--- src/hdl/indexed_deque_store_assert.svh ---
// ----------------------------------------------------------------------------
// Assertion macros for the indexed deque store.
// Concurrent checks clocked on i_clk, with and without a reset guard.
// ----------------------------------------------------------------------------
`ifndef INDEXED_DEQUE_STORE_ASSERT_SVH
`define INDEXED_DEQUE_STORE_ASSERT_SVH

// Check that is switched off while reset is held.
`define IDS_ASSERT_RUN(label, prop, msg) \
    label: assert property (@(posedge i_clk) disable iff (!i_rst_n) prop) \
        else $error(msg);

// Check that is also evaluated during reset.
`define IDS_ASSERT_ALWAYS(label, prop, msg) \
    label: assert property (@(posedge i_clk) prop) else $error(msg);

`endif

--- src/hdl/ids_pkg.sv ---
// ----------------------------------------------------------------------------
// ids_pkg
// Types, codes and sizes shared by the indexed deque store.
// ----------------------------------------------------------------------------
package ids_pkg;

    localparam int CAPACITY = 16;
    localparam int CNT_W    = $clog2(CAPACITY + 1);
    localparam int IDX_W    = $clog2(CAPACITY);

    localparam logic [3:0] FUNC_PUSH_FRONT = 4'd0;
    localparam logic [3:0] FUNC_PUSH_BACK  = 4'd1;
    localparam logic [3:0] FUNC_POP_FRONT  = 4'd2;
    localparam logic [3:0] FUNC_POP_BACK   = 4'd3;
    localparam logic [3:0] FUNC_INSERT     = 4'd4;
    localparam logic [3:0] FUNC_DELETE     = 4'd5;
    localparam logic [3:0] FUNC_READ       = 4'd6;
    localparam logic [3:0] FUNC_WRITE      = 4'd7;
    localparam logic [3:0] FUNC_CLEAR      = 4'd8;

    localparam logic [1:0] STATUS_OK    = 2'd0;
    localparam logic [1:0] STATUS_FULL  = 2'd1;
    localparam logic [1:0] STATUS_RANGE = 2'd2;

    typedef struct packed {
        logic [3:0]         func;
        logic [4:0]         position;
        logic signed [31:0] data_in;
    } t_in_word;

    typedef struct packed {
        logic signed [31:0] data_out;
        logic [1:0]         status;
        logic [4:0]         occupancy;
    } t_out_word;

endpackage

--- src/hdl/indexed_deque_store.sv ---
// ----------------------------------------------------------------------------
// indexed_deque_store
// Ordered store of up to CAPACITY signed 32-bit values with push and pop at
// both ends, insert, delete, read and write at a position, and clear.
//
// Each input word (i_in_valid/o_in_ready) carries one operation; each
// operation returns exactly one output word (o_out_valid/i_out_ready) with a
// status, the occupancy after the operation and the value read or removed.
// An accepted word is held in an input register and executed against the
// slot registers once the output register is free or being read; the next
// slot values are all formed in parallel and the result lands in an output
// register. One word is taken per cycle while the receiver does not stall.
// If the receiver stalls, the output word holds and the input register
// holds its word; o_in_ready drops once both are occupied. Reset empties
// the store at once (no clearing pass); slot contents are not reset.
// ----------------------------------------------------------------------------
module indexed_deque_store (
    input  logic                i_clk,
    input  logic                i_rst_n,
    input  logic                i_in_valid,
    output logic                o_in_ready,
    input  ids_pkg::t_in_word   i_in_word,
    output logic                o_out_valid,
    input  logic                i_out_ready,
    output ids_pkg::t_out_word  o_out_word
);
    import ids_pkg::*;

    logic                    r_in_valid;
    t_in_word                r_in_word;
    logic                    r_out_valid;
    t_out_word               r_out_word;
    logic [CNT_W-1:0]        r_fill;
    logic signed [31:0]      r_slots [CAPACITY];

    logic                    n_in_valid;
    logic                    n_out_valid;
    t_out_word               n_out_word;
    logic [CNT_W-1:0]        n_fill;
    logic signed [31:0]      n_slots [CAPACITY];

    logic                    w_process;
    logic                    w_full;
    logic [CNT_W-1:0]        w_pos;
    logic [CNT_W-1:0]        w_at;
    logic                    w_ins_en;
    logic                    w_del_en;
    logic                    w_wr_en;
    logic signed [31:0]      w_rd_data;

    assign w_process  = r_in_valid && (!r_out_valid || i_out_ready);
    assign o_in_ready = !r_in_valid || w_process;
    assign n_in_valid = i_in_valid || (r_in_valid && !w_process);
    assign n_out_valid = w_process || (r_out_valid && !i_out_ready);

    assign w_full = (r_fill >= CNT_W'(CAPACITY));
    assign w_pos  = CNT_W'(r_in_word.position);

    // Position that the operation works on, taken from the function code.
    always_comb begin
        case (r_in_word.func)
            FUNC_PUSH_BACK: w_at = r_fill;
            FUNC_POP_BACK:  w_at = r_fill - CNT_W'(1);
            FUNC_PUSH_FRONT,
            FUNC_POP_FRONT: w_at = '0;
            default:        w_at = w_pos;
        endcase
    end

    assign w_rd_data = r_slots[w_at[IDX_W-1:0]];

    always_comb begin
        n_out_word           = '0;
        n_out_word.status    = STATUS_OK;
        n_fill               = r_fill;
        w_ins_en             = 1'b0;
        w_del_en             = 1'b0;
        w_wr_en              = 1'b0;
        unique case (r_in_word.func)
            FUNC_PUSH_FRONT, FUNC_PUSH_BACK, FUNC_INSERT: begin
                if (w_full) begin
                    n_out_word.status = STATUS_FULL;
                end else if (w_at > r_fill) begin
                    n_out_word.status = STATUS_RANGE;
                end else begin
                    w_ins_en = 1'b1;
                    n_fill   = r_fill + CNT_W'(1);
                end
            end
            FUNC_POP_FRONT, FUNC_POP_BACK, FUNC_DELETE: begin
                if (r_fill == '0 || w_at >= r_fill) begin
                    n_out_word.status = STATUS_RANGE;
                end else begin
                    w_del_en            = 1'b1;
                    n_out_word.data_out = w_rd_data;
                    n_fill              = r_fill - CNT_W'(1);
                end
            end
            FUNC_READ: begin
                if (w_pos >= r_fill) begin
                    n_out_word.status = STATUS_RANGE;
                end else begin
                    n_out_word.data_out = w_rd_data;
                end
            end
            FUNC_WRITE: begin
                if (w_pos >= r_fill) begin
                    n_out_word.status = STATUS_RANGE;
                end else begin
                    w_wr_en = 1'b1;
                end
            end
            FUNC_CLEAR: begin
                n_fill = '0;
            end
            default: begin
            end
        endcase
        n_out_word.occupancy = 5'(n_fill);
    end

    // Every slot picks its next value from itself or a neighbor, so an insert
    // or delete moves the whole tail by one place at once. Slots at
    // or above the fill count may take stale values; they are never read.
    always_comb begin
        for (int i = 0; i < CAPACITY; i++) begin
            n_slots[i] = r_slots[i];
        end
        for (int i = 1; i < CAPACITY; i++) begin
            if (w_ins_en && CNT_W'(i) > w_at) begin
                n_slots[i] = r_slots[i-1];
            end
        end
        for (int i = 0; i < CAPACITY - 1; i++) begin
            if (w_del_en && CNT_W'(i) >= w_at) begin
                n_slots[i] = r_slots[i+1];
            end
        end
        for (int i = 0; i < CAPACITY; i++) begin
            if ((w_ins_en || w_wr_en) && CNT_W'(i) == w_at) begin
                n_slots[i] = r_in_word.data_in;
            end
        end
    end

    always_ff @(posedge i_clk) begin
        if (!i_rst_n) begin
            r_in_valid  <= 1'b0;
            r_out_valid <= 1'b0;
            r_fill      <= '0;
        end else begin
            r_in_valid  <= n_in_valid;
            r_out_valid <= n_out_valid;
            if (w_process) begin
                r_fill <= n_fill;
            end
        end
    end

    always_ff @(posedge i_clk) begin
        if (o_in_ready) begin
            r_in_word <= i_in_word;
        end
        if (w_process) begin
            r_out_word <= n_out_word;
            r_slots    <= n_slots;
        end
    end

    assign o_out_valid = r_out_valid;
    assign o_out_word  = r_out_word;

`include "indexed_deque_store_assert.svh"

    `IDS_ASSERT_RUN(a_occ_bound,
        o_out_valid |-> (o_out_word.occupancy <= 5'(CAPACITY)),
        "occupancy above capacity")
    `IDS_ASSERT_ALWAYS(a_fill_idle,
        (i_rst_n && !w_process) |=> (!i_rst_n || $stable(r_fill)),
        "fill count changed without an operation")
    `IDS_ASSERT_ALWAYS(a_refused_keeps_fill,
        (i_rst_n && w_process && n_out_word.status != STATUS_OK)
            |=> (!i_rst_n || $stable(r_fill)),
        "refused operation changed the fill count")
    `IDS_ASSERT_RUN(a_no_overrun,
        (r_in_valid && r_out_valid && !i_out_ready) |-> !o_in_ready,
        "input taken while both registers are held")

endmodule

--- config.mk ---
export PLATFORM = sky130hd
export DESIGN_NAME = indexed_deque_store
export DESIGN_NICKNAME = d
export VERILOG_FILES = /design/src/hdl/ids_pkg.sv /design/src/hdl/indexed_deque_store.sv
export VERILOG_INCLUDE_DIRS = /design/src /design/src/hdl
export SDC_FILE = /design/constraint.sdc
export NUM_CORES = 1
export LEC_CHECK = 0
export BUFFER_PORTS_ARGS = -buffer_cell sky130_fd_sc_hd__buf_2
export CAP_MARGIN = 20
export CORE_ASPECT_RATIO = 1.75
export CORE_MARGIN = 4
export CORE_UTILIZATION = 50
export CTS_CLUSTER_SIZE = 24
export DETAILED_ROUTE_END_ITERATION = 10
export GPL_TIMING_DRIVEN = 0
export HOLD_SLACK_MARGIN = 0.03
export PLACE_DENSITY = 0.74
export SYNTH_ARGS = -nofsm -noshare
export SYNTH_HDL_FRONTEND = slang
export SYNTH_SLANG_ARGS = --single-unit
--- constraint.sdc ---
create_clock -name i_clk -period 17.2 [get_ports i_clk]
set_input_delay 1.72 -clock i_clk [delete_from_list [all_inputs] [get_ports i_clk]]
set_output_delay 1.72 -clock i_clk [all_outputs]
set_load 0.03 [all_outputs]
Word-level counts from Yosys, hierarchy flattened:

Cells that the tools add are included.

* latch bits: 0
* bits in writable memories: 0
* output and inout port bits: 41
* ROM bits: 0
* input port bits: 45
* register bits: 599
* memories: 0
* logic and storage cells: 253

* mux-type cells: 69
* reductions and logical operators: 98
* multipliers: 0
* equality and inequality tests: 23
* add/subtract/negate cells: 2
* shifts and indexed selects: 0
* $lt $le $gt $ge: 35
* bitwise gates (word level): 1
* divide/modulo/power cells: 0

Operator list (count)
* $mux W32: 50
* $bmux W32 S4: 1
* $pmux W32 S2: 1
* $logic_and A1 B1 Y1: 49
* $reduce_bool A3 Y1: 14
* $eq A4 B5 Y1 const A: 8
* $gt A4 B5 Y1 const A: 8
* $ge A4 B5 Y1 const A: 7
* $reduce_and A2 Y1: 16
* $pmux W5 S3: 2
* $eq A3 B5 Y1 const A: 4
* $ge A3 B5 Y1 const A: 4
* $gt A3 B5 Y1 const A: 4
* $eq A4 B3 Y1 const B: 4
* $mux W5: 3
* $eq A2 B5 Y1 const A: 2
* $ge A1 B5 Y1 const A: 2
* $ge A2 B5 Y1 const A: 2
* $ge A5 B5 Y1: 2
* $ge A5 B5 Y1 const B: 2
* $gt A2 B5 Y1 const A: 2
* $logic_not A5 Y1: 2
* $eq A4 B2 Y1 const B: 2
* $mux W2: 4
* 16 further kinds: 33

Depth between registers and ports, before layout:

* depth after elaboration: 11
* depth in mapped cells: 19
* gate-level depth less buffers: 14

Worst setup path before layout:

No wires, ideal clock.

* path type: register -> register
* start point: register r_fill[0]
* end point: register r_slots[256] (netlist name), enable pin
* data arrival time: 5.837 ns
* path slack: 10.891 ns
* period minus slack after synthesis: 6.309 ns
* required time: 16.728 ns
* cell stages (with the launch flop): 16
* setup time: 0.472 ns
* path buffers: 4
* cell sequence: dfxtp_1 -> inv_1 -> ha_1 -> and2_1 -> o31a_1 -> inv_2 -> buf_2 -> buf_1 -> ha_1 -> nand4_1 -> o22ai_1 -> or3_1 -> buf_2 -> or2_1 -> buf_4 -> o32ai_1

* word-level cells in the longest chain between the ends: 10
* elaborated cells on any way between the ends: 24
* classes of those cells: add/sub: 1; order compare: 6; eq/ne: 1; mux: 8; reduce/logical: 8

RTL lines
* from (decl): line indexed_deque_store.sv:33 `logic [CNT_W-1:0] r_fill;`
* from (signal assigned): line indexed_deque_store.sv:155 `r_fill <= n_fill;`
* $sub A5 B1 Y5: line indexed_deque_store.sv:63 `FUNC_POP_BACK: w_at = r_fill - CNT_W'(1);`
* $pmux W5 S3: line indexed_deque_store.sv:61 `case (r_in_word.func)`
* $gt A5 B5 Y1: line indexed_deque_store.sv:83 `end else if (w_at > r_fill) begin`
* $mux W1: line indexed_deque_store.sv:83
* $mux W1: line indexed_deque_store.sv:81 `if (w_full) begin`
* $mux W1: line indexed_deque_store.sv:79 `unique case (r_in_word.func)`
* $logic_or A1 B1 Y1: line indexed_deque_store.sv:140 `if ((w_ins_en || w_wr_en) && CNT_W'(i) == w_at) begin`
* $logic_and A1 B1 Y1: line indexed_deque_store.sv:140
* $reduce_bool A3 Y1 (no line) (*)
* $reduce_and A2 Y1 (no line) (*)
* to (signal assigned): line indexed_deque_store.sv:166 `r_slots <= n_slots;`
* to (decl): line indexed_deque_store.sv:34 `logic signed [31:0] r_slots [CAPACITY];`

Every way passes the cells marked *; elsewhere a longest branch is shown, timed or not.
A chain may end at the register's enable or synchronous reset.

Worst setup path after layout:

* start point: register r_in_word[40] (netlist name)
* end point: register r_slots[430] (netlist name), enable pin

* word-level cells in the longest chain between the ends: 11
* elaborated cells on any way between the ends: 29
* classes of those cells: order compare: 4; eq/ne: 7; mux: 7; reduce/logical: 11

RTL lines
* from (decl): line indexed_deque_store.sv:30 `t_in_word r_in_word;`
* from (signal assigned): line indexed_deque_store.sv:162 `r_in_word <= i_in_word;`
* $eq A4 B2 Y1 or $logic_not A4 Y1 (tied branches): line indexed_deque_store.sv:61, indexed_deque_store.sv:79
* $reduce_or A2 Y1: line indexed_deque_store.sv:61
* $pmux W5 S3: line indexed_deque_store.sv:61
* $gt A5 B5 Y1: line indexed_deque_store.sv:83
* $mux W1: line indexed_deque_store.sv:83
* $mux W1: line indexed_deque_store.sv:81
* $mux W1: line indexed_deque_store.sv:79
* $logic_or A1 B1 Y1: line indexed_deque_store.sv:140
* $logic_and A1 B1 Y1: line indexed_deque_store.sv:140
* $reduce_bool A3 Y1 (no line) (*)
* $reduce_and A2 Y1 (no line) (*)

Marked as above.

==> flow_summary.yaml <==
run_status:
  status: "complete, no violations"
yosys:
  syn_area_um2: 34300
  yosysWarnings: 0
  synth.distinct_cells: 76
  synth_largest_area_cell: "edfxtp_1"
  post_synthesis_net_count: 3554
  post_synth_inst_count: 3497
  netlist_top_cells_area: "edfxtp_1, mux2i_1, a21oi_1, nand2_1, nor2_1"
  yosys.cell_count.top_type: "nand2_1"
  asyncSetResetFlopFracSynth_pct: 0
  synth-seq-cells: 599
  synth.avg_cell_area_um2: 9.80
  yosysSeqAreaShare_pct: 52.3
  post-synth-top-area-fraction_pct: 51.9
  synth-main-ff-cell: "edfxtp_1"
  post_synth_most_frequent_cells: "nand2_1, edfxtp_1, a21oi_1, mux2i_1, nor2_1"
  synth-edff-count: 592
worst_setup_path:
  critPathKind: "flip-flop to flip-flop"
  sort_of_element_at_the_start_of_the_critical_path: "flip-flop"
  cp_data_arrival_time_ps: 7630
  worstPathRequired_ps: 17570
  cp_max_fo: 12
  worstSetupEndpointType: "flip-flop"
route:
  wire_per_inst_um: 31.6
  vias: 30500
  detailedRoute.firstIterationViolations: 4514
  post_drt_via_cell_ratio: 6.58
  firstDrtPassIters: 7
  detail_route.wirelength_um: 147000
  postRouteAntennaNets: 0
  drcViolationCount: 0
min_path:
  min_path_type: "flip-flop to flip-flop"
clocking:
  clk-insertion-delay-late_ps: 660
  post_cts_hold_buffer_count: 0
  cts_htree_levels: 2
  tritoncts: "built"
  numCtsBuffers: 57
  clock_tree.buffer_depth: 3
  post_cts_resized: 0
  clk_pin_slew_worst_paths_ps: 70
  root_buf_cell: "clkbuf_16"
  clock_sink_count: 599
  cts_post_setup_buffers_inserted: 0
flow_run:
  cap_viol_max_count: 0
sta:
  setup_tns_ps: 0
  slew-limit-headroom_pct: 12.2
  period_share_pct: 42.2
  setup_viol: 0
  fin_crit_ps: 7260
  rsz0062_at_grt: "no"
  max_freq_mhz: 138
  final_hold_viol_count: 0
  worst-slew-pin-transition_ps: 1320
  fin_worst_skew_ps: 26.9
  slew_violations: 0
die:
  placeableCoreArea_um2: 67600
  std_cell_rows: 126
  fp.dieH_um: 354
  die_w_um: 206
  io_pins: 86
  fp.dieArea_um2: 73000
  initial_utilization_pct: 50.7
global_routing:
  grt_use_total_pct: 39.3
  grt_antenna_before_repair: 12
  first_pass_grt_wire_length_um: 207000
  globalRoute.totalOverflow: 0
  first_global_vias: 29200
  largest_net_degree_at_the_start_of_global_routing: 37
place:
  detailedPlacementHpwl_um: 112000
  place_congestion: 1.02
  place.port_buffers: 85
finish:
  n_fill_cell: 5909
  nets: 3746
  post_route_cells_drive_above_1_share_pct: 10.9
  area_growth_syn_to_layout_pct: 13.1
pwr:
  power_leakage_nw: 12.9
  power_density_nw_per_um2: 84.9
  irDropWorstVdd_mv: 0.0724
  total_power_consumption_of_the_routed_design_mw: 3.29
## worst max-delay path, stage by stage (launching register included)
cell and delay, ps:
edfxtp_1 530, or2_2 350, buf_2 180, a22o_1 280, buf_2 190, inv_2 160, buf_2 260, buf_2 370
buf_2 530, ha_1 370, nor2b_1 130, o22ai_1 100, or3_1 310, buf_2 210, nor3_2 860, a21boi_1 340
buf_2 310, buf_6 270, a31oi_1 140, a21oi_4 630, buf_16 230, buf_16 170
## flip-flops by register name (all words and copies together) (netlist names)
signal / count
r_fill: 5
o_out_valid: 1
r_in_word: 36
w_pos: 5
r_slots: 512
o_out_word: 39
r_in_valid: 1
## cell type report
type	count	area, um2	area share [%]
timing repair buffer	133	1390	3.58
clock inverter	38	333	0.858
inverter	13	50.0	0.129
antenna	8	20.0	0.0516
multi-input combinational	2588	15100	38.9
sequential	599	17900	46.2
tap	896	1120	2.89
buffer	297	1400	3.61
clock buffer	67	1460	3.77
## per-stage QoR
stage	hold slack (ps)	util [%]	cells	instance area, um2	worst slack (ps)
floorplan	485	-	3497	34300	10890
global placement	514	53.0	4478	35800	7360
detailed placement	546	54.6	4522	36900	10340
CTS	572	57.2	4627	38700	10280
global route	602	57.3	4632	38800	9950
finish	568	57.3	4639	38800	9940
## report_power, final
group          switching, mW  leakage (nW)  internal, mW
clock network          0.605         0.863         0.684
registers             0.0276          5.47          1.60
logic                  0.281          6.54        0.0915
total                  0.914          12.9          2.38
## cells by family (layout without fill, tap and decap cells)
family	after synthesis	in the layout	share of synthesized area [%]
other cells	0	8	0
fa+ha+maj	12	12	0.438
simple gates	1375	1375	17.0
compound gates	680	680	10.5
xor+xnor	5	5	0.128
buf+inv	310	548	4.23
mux	516	516	15.4
flops	599	599	52.3
## metal layers
metal | track usage [%] | wire length, um | share of wire, %
met5 | 0 | 20 | 0.014
met4 | 31.8 | 15300 | 10
met3 | 9.11 | 17200 | 12
met2 | 62.0 | 66600 | 45
met1 | 45.3 | 47500 | 32
## cell usage in the layout, fill, tap and decap left out, types with 6 or more instances in the layout
cell / count
a21oi_4: 13
clkinvlp_4: 6
o21a_1: 6
buf_4: 19
clkbuf_16: 57
o21ai_1: 60
buf_2: 140
edfxtp_1: 592
clkbuf_1: 178
nor2_1: 410
mux2_1: 10
buf_8: 22
a21oi_1: 493
inv_1: 9
nand2_1: 615
nand3_1: 252
dfxtp_1: 7
mux2_2: 54
or4_1: 32
o21ai_0: 55
clkinv_1: 13
ha_1: 12
mux2i_1: 449
nor2b_1: 7
o211ai_1: 7
buf_1: 37
nor3_1: 13
clkinv_2: 10
buf_6: 21
buf_16: 20
diode_2: 8
## worst paths after layout
path	start	to	slack [ps]	cells past startpoint
worst max register to register	r_in_word[40]	r_slots[430]	9940	21
worst max-delay path	r_in_word[40]	r_slots[430]	9940	21
worst min register to register	r_in_valid	o_out_valid	570	1
worst min-delay path	r_in_valid	o_out_valid	570	1
Power figures use the tool's default switching activity.
